`config.mk`:
```
export PLATFORM = sky130hd
export DESIGN_NAME = http_token_or_quoted_string_top
export DESIGN_NICKNAME = d
export VERILOG_FILES = /design/src/sv/htqs_pkg.sv /design/src/sv/htqs_char_class.sv /design/src/sv/htqs_step.sv /design/src/sv/http_token_or_quoted_string_top.sv
export SDC_FILE = /design/constraint.sdc
export NUM_CORES = 1
export LEC_CHECK = 0
export BUFFER_PORTS_ARGS = -buffer_cell sky130_fd_sc_hd__buf_2
export CORE_UTILIZATION = 30
export DETAILED_ROUTE_END_ITERATION = 12
export GPL_ROUTABILITY_DRIVEN = 0
export SLEW_MARGIN = 0
export SYNTH_ARGS = -nofsm -noshare
export SYNTH_HDL_FRONTEND = slang
export SYNTH_SLANG_ARGS = --single-unit
```
`constraint.sdc`:
```
create_clock -name aclk -period 5.1 [get_ports aclk]
set_clock_uncertainty 0.15 [all_clocks]
set_input_delay 0.255 -clock aclk [delete_from_list [all_inputs] [get_ports aclk]]
set_output_delay 0.255 -clock aclk [all_outputs]
set_load 0.03 [all_outputs]
```
`src/sv/htqs_pkg.sv`:
```
// Shared types and constants for the HTTP token or quoted-string recognizer.
// Depends on nothing; every other file of the block imports it.
package htqs_pkg;

    localparam int COUNT_BITS_DEFAULT = 16;
    localparam int CONSUMED_W = 16;
    localparam int BYTE_W = 8;

    localparam logic [BYTE_W-1:0] CH_HTAB   = 8'h09;
    localparam logic [BYTE_W-1:0] CH_SP     = 8'h20;
    localparam logic [BYTE_W-1:0] CH_BANG   = 8'h21;
    localparam logic [BYTE_W-1:0] CH_DQUOTE = 8'h22;
    localparam logic [BYTE_W-1:0] CH_HASH   = 8'h23;
    localparam logic [BYTE_W-1:0] CH_LBRACK = 8'h5B;
    localparam logic [BYTE_W-1:0] CH_BSLASH = 8'h5C;
    localparam logic [BYTE_W-1:0] CH_RBRACK = 8'h5D;
    localparam logic [BYTE_W-1:0] CH_TILDE  = 8'h7E;
    localparam logic [BYTE_W-1:0] CH_OBS    = 8'h80;

    typedef enum logic [4:0] {
        MODE_IDLE  = 5'b00001,
        MODE_FIRST = 5'b00010,
        MODE_TOKEN = 5'b00100,
        MODE_QSTR  = 5'b01000,
        MODE_QESC  = 5'b10000
    } mode_t;

    typedef enum logic [3:0] {
        ST_RUN      = 4'd0,
        ST_END_PRE  = 4'd1,
        ST_END      = 4'd2,
        ST_EXPECT   = 4'd3,
        ST_BAD_ESC  = 4'd4,
        ST_BAD_OCT  = 4'd5,
        ST_END_ESC  = 4'd6,
        ST_NO_CLOSE = 4'd7,
        ST_IDLE     = 4'd8
    } status_t;

    typedef struct packed {
        logic tok;
        logic qd;
        logic pair;
    } char_class_t;

    typedef struct packed {
        logic                  emit;
        logic [BYTE_W-1:0]     out_byte;
        status_t               status;
        logic [CONSUMED_W-1:0] consumed;
    } result_t;

    function automatic status_t end_status(input mode_t mode);
        status_t st;
        begin
            st = ST_END_ESC;
            unique case (mode)
                MODE_FIRST: st = ST_EXPECT;
                MODE_TOKEN: st = ST_END;
                MODE_QSTR:  st = ST_NO_CLOSE;
                default:    st = ST_END_ESC;
            endcase
            return st;
        end
    endfunction

endpackage

```
`src/sv/htqs_char_class.sv`:
```
// Octet classifier: token character, qdtext character and quoted-pair character.
// Depends on htqs_pkg.
module htqs_char_class (
    input  logic [7:0]                data_byte,
    output htqs_pkg::char_class_t     cls
);
    import htqs_pkg::*;

    logic dec_num;
    logic is_upper;
    logic is_lower;
    logic is_tok_sym;

    assign dec_num  = (data_byte >= 8'h30) && (data_byte <= 8'h39);
    assign is_upper = (data_byte >= 8'h41) && (data_byte <= 8'h5A);
    assign is_lower = (data_byte >= 8'h61) && (data_byte <= 8'h7A);

    always_comb begin
        unique case (data_byte)
            CH_BANG, CH_HASH, 8'h24, 8'h25, 8'h26, 8'h27, 8'h2A, 8'h2B,
            8'h2D, 8'h2E, 8'h5E, 8'h5F, 8'h60, 8'h7C, CH_TILDE: is_tok_sym = 1'b1;
            default: is_tok_sym = 1'b0;
        endcase
    end

    assign cls.tok  = dec_num || is_upper || is_lower || is_tok_sym;
    assign cls.qd   = (data_byte == CH_HTAB) || (data_byte == CH_SP) ||
                      (data_byte == CH_BANG) ||
                      ((data_byte >= CH_HASH) && (data_byte <= CH_LBRACK)) ||
                      ((data_byte >= CH_RBRACK) && (data_byte <= CH_TILDE)) ||
                      (data_byte >= CH_OBS);
    assign cls.pair = (data_byte == CH_HTAB) || (data_byte == CH_SP) ||
                      ((data_byte >= CH_BANG) && (data_byte <= CH_TILDE)) ||
                      (data_byte >= CH_OBS);

endmodule

```
`src/sv/htqs_step.sv`:
```
// Per-octet parse step: next mode, next byte count and the result of one request.
// Depends on htqs_pkg and htqs_char_class.
module htqs_step #(
    parameter int COUNT_BITS = htqs_pkg::COUNT_BITS_DEFAULT
) (
    input  htqs_pkg::mode_t         mode,
    input  logic [COUNT_BITS-1:0]   count,
    input  logic                    start_req,
    input  logic                    has_byte,
    input  logic [7:0]              data_byte,
    input  logic                    last,
    output htqs_pkg::mode_t         mode_next,
    output logic [COUNT_BITS-1:0]   count_next,
    output htqs_pkg::result_t       result
);
    import htqs_pkg::*;

    localparam logic [COUNT_BITS-1:0] CountMax = {COUNT_BITS{1'b1}};

    char_class_t           cls;
    mode_t                 mode_eff;
    mode_t                 mode_step;
    logic [COUNT_BITS-1:0] count_eff;
    logic                  inc;
    logic                  emit;
    status_t               st;

    htqs_char_class u_class (
        .data_byte (data_byte),
        .cls       (cls)
    );

    assign mode_eff  = start_req ? MODE_FIRST : mode;
    assign count_eff = start_req ? '0 : count;

    always_comb begin
        inc       = 1'b0;
        emit      = 1'b0;
        st        = ST_RUN;
        mode_step = mode_eff;
        mode_next = mode_eff;
        if (mode_eff == MODE_IDLE) begin
            st        = ST_IDLE;
            mode_next = MODE_IDLE;
        end else if (!has_byte) begin
            st        = end_status(mode_eff);
            mode_next = MODE_IDLE;
        end else begin
            unique case (mode_eff)
                MODE_FIRST: begin
                    if (data_byte == CH_DQUOTE) begin
                        inc       = 1'b1;
                        mode_step = MODE_QSTR;
                    end else if (cls.tok) begin
                        inc       = 1'b1;
                        emit      = 1'b1;
                        mode_step = MODE_TOKEN;
                    end else begin
                        st        = ST_EXPECT;
                        mode_step = MODE_IDLE;
                    end
                end
                MODE_TOKEN: begin
                    if (cls.tok) begin
                        inc  = 1'b1;
                        emit = 1'b1;
                    end else begin
                        st        = ST_END_PRE;
                        mode_step = MODE_IDLE;
                    end
                end
                MODE_QSTR: begin
                    if (data_byte == CH_DQUOTE) begin
                        inc       = 1'b1;
                        st        = ST_END;
                        mode_step = MODE_IDLE;
                    end else if (data_byte == CH_BSLASH) begin
                        inc       = 1'b1;
                        mode_step = MODE_QESC;
                    end else if (cls.qd) begin
                        inc  = 1'b1;
                        emit = 1'b1;
                    end else begin
                        st        = ST_BAD_OCT;
                        mode_step = MODE_IDLE;
                    end
                end
                default: begin
                    if (cls.pair) begin
                        inc       = 1'b1;
                        emit      = 1'b1;
                        mode_step = MODE_QSTR;
                    end else begin
                        st        = ST_BAD_ESC;
                        mode_step = MODE_IDLE;
                    end
                end
            endcase
            mode_next = mode_step;
            if (last && (mode_step != MODE_IDLE)) begin
                st        = end_status(mode_step);
                mode_next = MODE_IDLE;
            end
        end
    end

    assign count_next = (inc && (count_eff != CountMax)) ? count_eff + 1'b1 : count_eff;

    assign result.emit     = emit;
    assign result.out_byte = emit ? data_byte : 8'h00;
    assign result.status   = st;

    generate
        if (COUNT_BITS > CONSUMED_W) begin : g_sat
            assign result.consumed = (|count_next[COUNT_BITS-1:CONSUMED_W]) ?
                                     {CONSUMED_W{1'b1}} : count_next[CONSUMED_W-1:0];
        end else if (COUNT_BITS == CONSUMED_W) begin : g_same
            assign result.consumed = count_next;
        end else begin : g_ext
            assign result.consumed = {{(CONSUMED_W-COUNT_BITS){1'b0}}, count_next};
        end
    endgenerate

endmodule

```
`src/sv/http_token_or_quoted_string_top.sv`:
```
// Recognizes an RFC 7230 token or quoted-string one octet per request and
// returns a decoded byte, a status and the consumed count. Rate: one request
// per clock unless the result is back-pressured by m_ready; a request passes
// through the input register and then the result register, with the mode and
// count registers updated as the request moves between them.
// Depends on htqs_pkg and htqs_step.
module http_token_or_quoted_string_top #(
    parameter int COUNT_BITS = htqs_pkg::COUNT_BITS_DEFAULT
) (
    input  logic        aclk,
    input  logic        aresetn,
    input  logic        s_valid,
    output logic        s_ready,
    input  logic        s_start_req,
    input  logic        s_has_byte,
    input  logic [7:0]  s_data_byte,
    input  logic        s_last,
    output logic        m_valid,
    input  logic        m_ready,
    output logic        m_emit,
    output logic [7:0]  m_out_byte,
    output logic [3:0]  m_status,
    output logic [15:0] m_consumed
);
    import htqs_pkg::*;

    logic                  in_valid_reg;
    logic                  in_start_reg;
    logic                  in_has_reg;
    logic [7:0]            in_byte_reg;
    logic                  in_last_reg;
    mode_t                 mode_reg;
    mode_t                 mode_next;
    logic [COUNT_BITS-1:0] count_reg;
    logic [COUNT_BITS-1:0] count_next;
    result_t               res;
    logic                  m_valid_reg;
    result_t               res_reg;
    logic                  advance;

    assign advance = in_valid_reg && (!m_valid_reg || m_ready);
    assign s_ready = !in_valid_reg || advance;

    htqs_step #(
        .COUNT_BITS (COUNT_BITS)
    ) u_step (
        .mode       (mode_reg),
        .count      (count_reg),
        .start_req  (in_start_reg),
        .has_byte   (in_has_reg),
        .data_byte  (in_byte_reg),
        .last       (in_last_reg),
        .mode_next  (mode_next),
        .count_next (count_next),
        .result     (res)
    );

    always_ff @(posedge aclk) begin
        if (!aresetn) begin
            in_valid_reg <= 1'b0;
            m_valid_reg  <= 1'b0;
            mode_reg     <= MODE_IDLE;
            count_reg    <= '0;
        end else begin
            if (s_valid && s_ready) begin
                in_valid_reg <= 1'b1;
            end else if (advance) begin
                in_valid_reg <= 1'b0;
            end
            if (advance) begin
                m_valid_reg <= 1'b1;
                mode_reg    <= mode_next;
                count_reg   <= count_next;
            end else if (m_ready) begin
                m_valid_reg <= 1'b0;
            end
        end
    end

    always_ff @(posedge aclk) begin
        if (s_valid && s_ready) begin
            in_start_reg <= s_start_req;
            in_has_reg   <= s_has_byte;
            in_byte_reg  <= s_data_byte;
            in_last_reg  <= s_last;
        end
        if (advance) begin
            res_reg <= res;
        end
    end

    assign m_valid    = m_valid_reg;
    assign m_emit     = res_reg.emit;
    assign m_out_byte = res_reg.out_byte;
    assign m_status   = res_reg.status;
    assign m_consumed = res_reg.consumed;

    // A request that finishes or fails an element always leaves the parser idle.
    assert property (@(posedge aclk) disable iff (!aresetn)
        (advance && (res.status != ST_RUN)) |=> (mode_reg == MODE_IDLE))
        else $error("parser not idle after a closing status");

    // Requests seen while idle and without a start leave the count untouched.
    assert property (@(posedge aclk) disable iff (!aresetn)
        (in_valid_reg && !in_start_reg && (mode_reg == MODE_IDLE)) |=> $stable(count_reg))
        else $error("byte count changed while idle");

    // No accepted class contains the zero octet, so an emitted byte is never zero.
    assert property (@(posedge aclk) disable iff (!aresetn)
        (m_valid && m_emit) |-> (m_out_byte != 8'h00))
        else $error("zero octet emitted");

    // A result register only loads when it is free or being drained.
    assert property (@(posedge aclk) disable iff (!aresetn)
        (m_valid && !m_ready) |=> $stable(res_reg))
        else $error("stalled result overwritten");

endmodule

```
# Word level (Yosys, flattened, before mapping)
# Cells that the tools add are included.
dict set report classes {
  n_eq_ne 28
  n_reduce_logical 27
  mux 48
  add_sub_neg 1
  order_cmp 12
}
# op count
set ops {}
lappend ops {{8-bit by 6-bit == test with 1-bit output (second input constant)} 12}
lappend ops {{5-bit two-way mux} 11}
lappend ops {{8-bit by 7-bit == test with 1-bit output (second input constant)} 6}
lappend ops {{8-bit by 7-bit <= comparator with 1-bit output (second input constant)} 4}
lappend ops {{16-bit two-way mux} 2}
lappend ops {{8-bit by 6-bit greater-or-equal comparator with 1-bit output (second input constant)} 3}
lappend ops {{8-bit by 7-bit greater-or-equal comparator with 1-bit output (second input constant)} 3}
lappend ops {{4-bit two-way mux} 6}
lappend ops {{1-bit two-way mux} 19}
lappend ops {{3-bit case mux with 3 select lines} 2}
lappend ops {{16-bit by 1-bit adder with 16-bit output (second input constant)} 1}
lappend ops {{16-bit inequality test (second input constant)} 1}
lappend ops {{5-bit case mux with 3 select lines} 1}
lappend ops {{15-bit OR reduction} 1}
lappend ops {{1-bit logical OR} 12}
lappend ops {{4-bit case mux with 3 select lines} 1}
lappend ops {{5-bit by 2-bit == test with 1-bit output (second input constant)} 2}
lappend ops {{5-bit by 3-bit == test with 1-bit output (second input constant)} 2}
lappend ops {{5-bit by 4-bit == test with 1-bit output (second input constant)} 2}
lappend ops {{1-bit logical AND} 10}
lappend ops {{3-bit two-way mux} 3}
lappend ops {{8-bit by 4-bit == test with 1-bit output (second input constant)} 1}
lappend ops {{8-bit greater-or-equal comparator (second input constant)} 1}
lappend ops {{8-bit by 6-bit <= comparator with 1-bit output (second input constant)} 1}
lappend ops {{6 further kinds} 9}
dict set report word_totals {
  regBits 63
  in_bits 15
  output_inout_bits 31
  elab_cells 128
}

# Longest topological paths before layout
dict set report depth {
  word_depth 17
  ltp_mapped 13
  mapped_depth_nobuf 9
}

# Modules after synthesis
# A second synthesis with hierarchy kept.
dict set report hier_totals {
  cells_unflattened 361
  area_unflattened_um2 3598.5
}
# mod seq_area_each_um2 n_inst cells_per_inst area_each_um2
set by_module_without_submodules {}
lappend by_module_without_submodules {http_token_or_quoted_string_top 1661.6 1 141 2152.1}
lappend by_module_without_submodules {htqs_step 0.0 1 173 1177.4}
lappend by_module_without_submodules {htqs_char_class 0.0 1 47 269.0}

# Worst setup path after synthesis
# OpenSTA, ideal clock, no wires.
dict set report synth_path {
  kind {flip-flop to flip-flop}
  start {register in_start_reg}
  end {register count_reg[14]}
  synth_period_minus_slack_ns 3.180
  path_stages_with_launch 13
  setup_ns 0.122
  path_slack_ns 1.920
  required_ns 4.828
  arrival_ns 2.908
  n_path_buf 3
  cell_sequence {edfxtp_1 > clkbuf_1 > clkbuf_1 > nor2b_1 > ha_1 > and2_1 > buf_1 > nand2_1 > o31a_1 > o21ai_2 > or4_4 > and3_1 > a311o_1}
}
dict set report synth_via {
  elab_chain_len 7
  elab_cells_between_ends 13
  cone_classes {add/sub (1); eq/ne (5); mux (6); reduce/logical (1)}
}
# element line
set synth_rtl {}
lappend synth_rtl {{start, declared} http_token_or_quoted_string_top.sv:28} ;# logic in_start_reg;
lappend synth_rtl {{start signal, assigned} http_token_or_quoted_string_top.sv:82} ;# in_start_reg <= s_start_req;
lappend synth_rtl {{branches (longest 6 deep; another with 16-bit by 1-bit adder with 16-bit output)} -}
lappend synth_rtl {{16-bit two-way mux (*)} htqs_step.sv:107} ;# assign count_next = (inc && (count_eff != CountMax)) ? count_eff + 1'b1 : count_eff;
lappend synth_rtl {{end signal, assigned} http_token_or_quoted_string_top.sv:73} ;# count_reg <= count_next;
lappend synth_rtl {{end, declared} http_token_or_quoted_string_top.sv:34} ;# logic [COUNT_BITS-1:0] count_reg;
# Every way passes the cells marked *.
# A chain may end at the register's enable or synchronous reset.

# Final worst setup path
# Same ends and word-level chain as after synthesis.

==> metrics <==
status=completed; hpwl dp=between 5 and 6 mm; Remaining DRCs=0; layout cells sized above 1=20.1%; Design Area, Final=4230 sq um; Layout fillers=~1.1k; FFs w/ async S/R, synth=0%; peak supply drop=0.132 mV; P&R area growth vs syn=20.1%; Yosys reg bits=63; worst slack, placed=1790 ps; RSZ-0062 raised after global routing=no; Root Buffer=clkbuf_16; Cell Count, Final, Fillers Out=550; slew margin rel.=53.3%; post-synthesis sequential area ratio=between 40% and 50%; most frequent cells after synthesis=40 x edfxtp_1, 23 x dfxtp_1, 23 x nand2_1, 23 x nor2_1, 16 x nand3_1; number of flops mapped to enable cells by yosys=40; worst endpoint required time=5160 ps; CTS Buf Count=9; cell taking the most area after synthesis=edfxtp_1; Psw=310 uW; Int Pwr=941 uW; Mean Syn Cell Area=around 10 sq um; sw frac=24.8%; Detailed Route WL=8.12 mm; Reg power frac=46.4%; total power per unit cell area=approximately 300 nW/um^2; I/O Buffers=45; Max-Cap Viols=0; syn nets=367; Mapped Area=between 3000 and 4000 sq um; GRT Util Overall=between 10% and 20%; initial antenna violation count=0; Die Span Y=between 100 and 150 um; DIE AREA=12200 sq um; Starting DRT DRC Count=220; pins over their slew limit=0; top-count cell post-synth=edfxtp_1; crit path max fanout=21; Clock Latency Late Sink=330 ps; starting density of the core=30.9%; crit share post-route=65.9%; nature of the critical path endpoint=flip-flop; Startpoint Class=flip-flop; # rows=39; Core ar.=11400 sq um; io pins=46; Max Root-Sink Buffers=2; top_reg_cell synth=edfxtp_1; Arr. time, crit path=about 3400 ps; total grt overflow=0; kind of critical path=reg2reg; Comb power frac=under 10%; die width=110 um; clk sink count=63; first-pass GRT wire length=13.2 mm; setup bufs post-CTS=0; Hold Crit Class=in2reg; # diodes=0; Setup Viol. Count Final=0; antenna viol nets, final=0; Least-Margin Pin Slew=696 ps; Final Hold Violating Endpoints=0; Post-Synthesis Cells=351; Final nets=around 420; clock-pin slew on the worst setup and hold paths=50 ps; Ys Warns=0; TNS Setup=0 ps; largest net degree at the start of global routing=35; vias per cell=5.31; FMAX=about 300 MHz; via count of the routed design=2920; Yosys top cell area share=34.1%; vias in the first global route=2656; DR WL/cell=14.8 um; Tmin final=3360 ps; drt pass-1 iters=5; area post-placement=3850 sq um; Placed Instances=roughly 520; Synth area leaders=edfxtp_1 34%, dfxtp_1 13%, nand2_1 2.4%; CTS tree=done; clock network power share=43.9%; Distinct cells, synth=64; Final Worst Setup Slack=about 1700 ps; Leak=0.00155 uW; CTS HTree Levels=3
==> through the flow <==
step           power [uW]  utilization, %  hold WS (ps)
2_1_floorplan         671               -           204
3_3_place_gp          702            33.7           283
3_5_place_dp          705            33.7           284
4_1_cts              1270            37.1          82.6
5_1_grt              1300            37.1           141
6_report             1250            37.1          87.3
==> placed cells by master (no fill, tap or decap), types with 4 or more instances in the layout <==
cell / synthesis / layout
dlygate4sd3_1: 0 / 12
nor4_1: 7 / 7
nor3_1: 10 / 10
buf_2: 4 / 45
nor2b_1: 11 / 11
clkinv_2: 0 / 5
o211ai_1: 6 / 6
nor2_1: 23 / 23
dfxtp_1: 23 / 23
a311o_1: 4 / 4
and2_1: 12 / 12
o31ai_1: 5 / 5
and4_1: 5 / 5
nand2_1: 23 / 23
inv_1: 11 / 11
o21ai_0: 12 / 12
a21oi_1: 10 / 10
a31oi_1: 11 / 11
clkbuf_16: 0 / 9
nand3_1: 16 / 16
nand2b_1: 6 / 6
a211oi_1: 4 / 4
nand4_1: 6 / 6
or3_1: 7 / 7
xor2_1: 4 / 4
or4_1: 7 / 7
xnor2_1: 8 / 8
and3_1: 8 / 8
edfxtp_1: 40 / 40
==> logic make-up (layout without fill, tap and decap cells) <==
logic type	after synthesis	after routing	share of synthesized area (%)
DFF	63	63	47.1
xor gates and xnor gates	12	12	2.98
buffers and inverters	31	87	4.19
muxes	3	3	0.887
and+or+nand+nor	162	162	27.9
adders and majority gates	1	1	0.355
AOI/OAI and AO/OA	79	79	16.6
==> area by class of cell <==
| cell class | count | area [sq um] | share of cell area, % |
|---|---|---|---|
| Timing Repair Buffer | 60 | 368 | 8.69 |
| Clock buffer | 11 | 243 | 5.73 |
| Tap cell | 143 | 179 | 4.23 |
| Clock inverter | 5 | 25.0 | 0.591 |
| Multi-Input combinational cell | 257 | 1720 | 40.5 |
| Sequential cell | 63 | 1660 | 39.2 |
| Inverter | 11 | 41.3 | 0.975 |
==> what timing repair did <==
item / 4_1_cts / 5_1_grt
gates resized for setup: 0 / 0
hold buffers: 12 / 0
hold endpoints to repair: 12 / 0
==> worst max-delay path: stages (launching register included) <==
cell and delay [ps]:
edfxtp_1 570, buf_4 290, and4b_1 460, nand4_4 170, nor3_1 490, nand4_1 150, or4_4 450, and3_1 200
a311o_1 320
==> final timing paths <==
path	from	end	slack, ps	cells past startpoint
setup / recovery	in_start_reg	count_reg[14]	1740	8
hold / removal	m_ready	m_valid	90	4
setup reg to reg	in_start_reg	count_reg[14]	1740	8
hold reg to reg	count_reg[5]	count_reg[5]	360	2
==> metal layers <==
layer / global-route usage (%) / up-vias / part of all wire [%]
met5: 0 / - / 0
li1: - / 1449 / -
met2: 20.3 / 87 / 46
met1: 18.1 / 1369 / 47
met4: 7.20 / 0 / 2.3
met3: 3.07 / 15 / 5.3
==> power by group through the flow <==
| stage | clock [uW] | sequential, uW | combinational, uW |
|---|---|---|---|
| floorplan | 0 | 603 | 68.7 |
| global placement | 0 | 590 | 112 |
| detailed placement | 0 | 590 | 114 |
| CTS | 565 | 580 | 121 |
| global route | 585 | 583 | 132 |
| finish | 550 | 580 | 121 |
(Power assumes the default switching activity.)
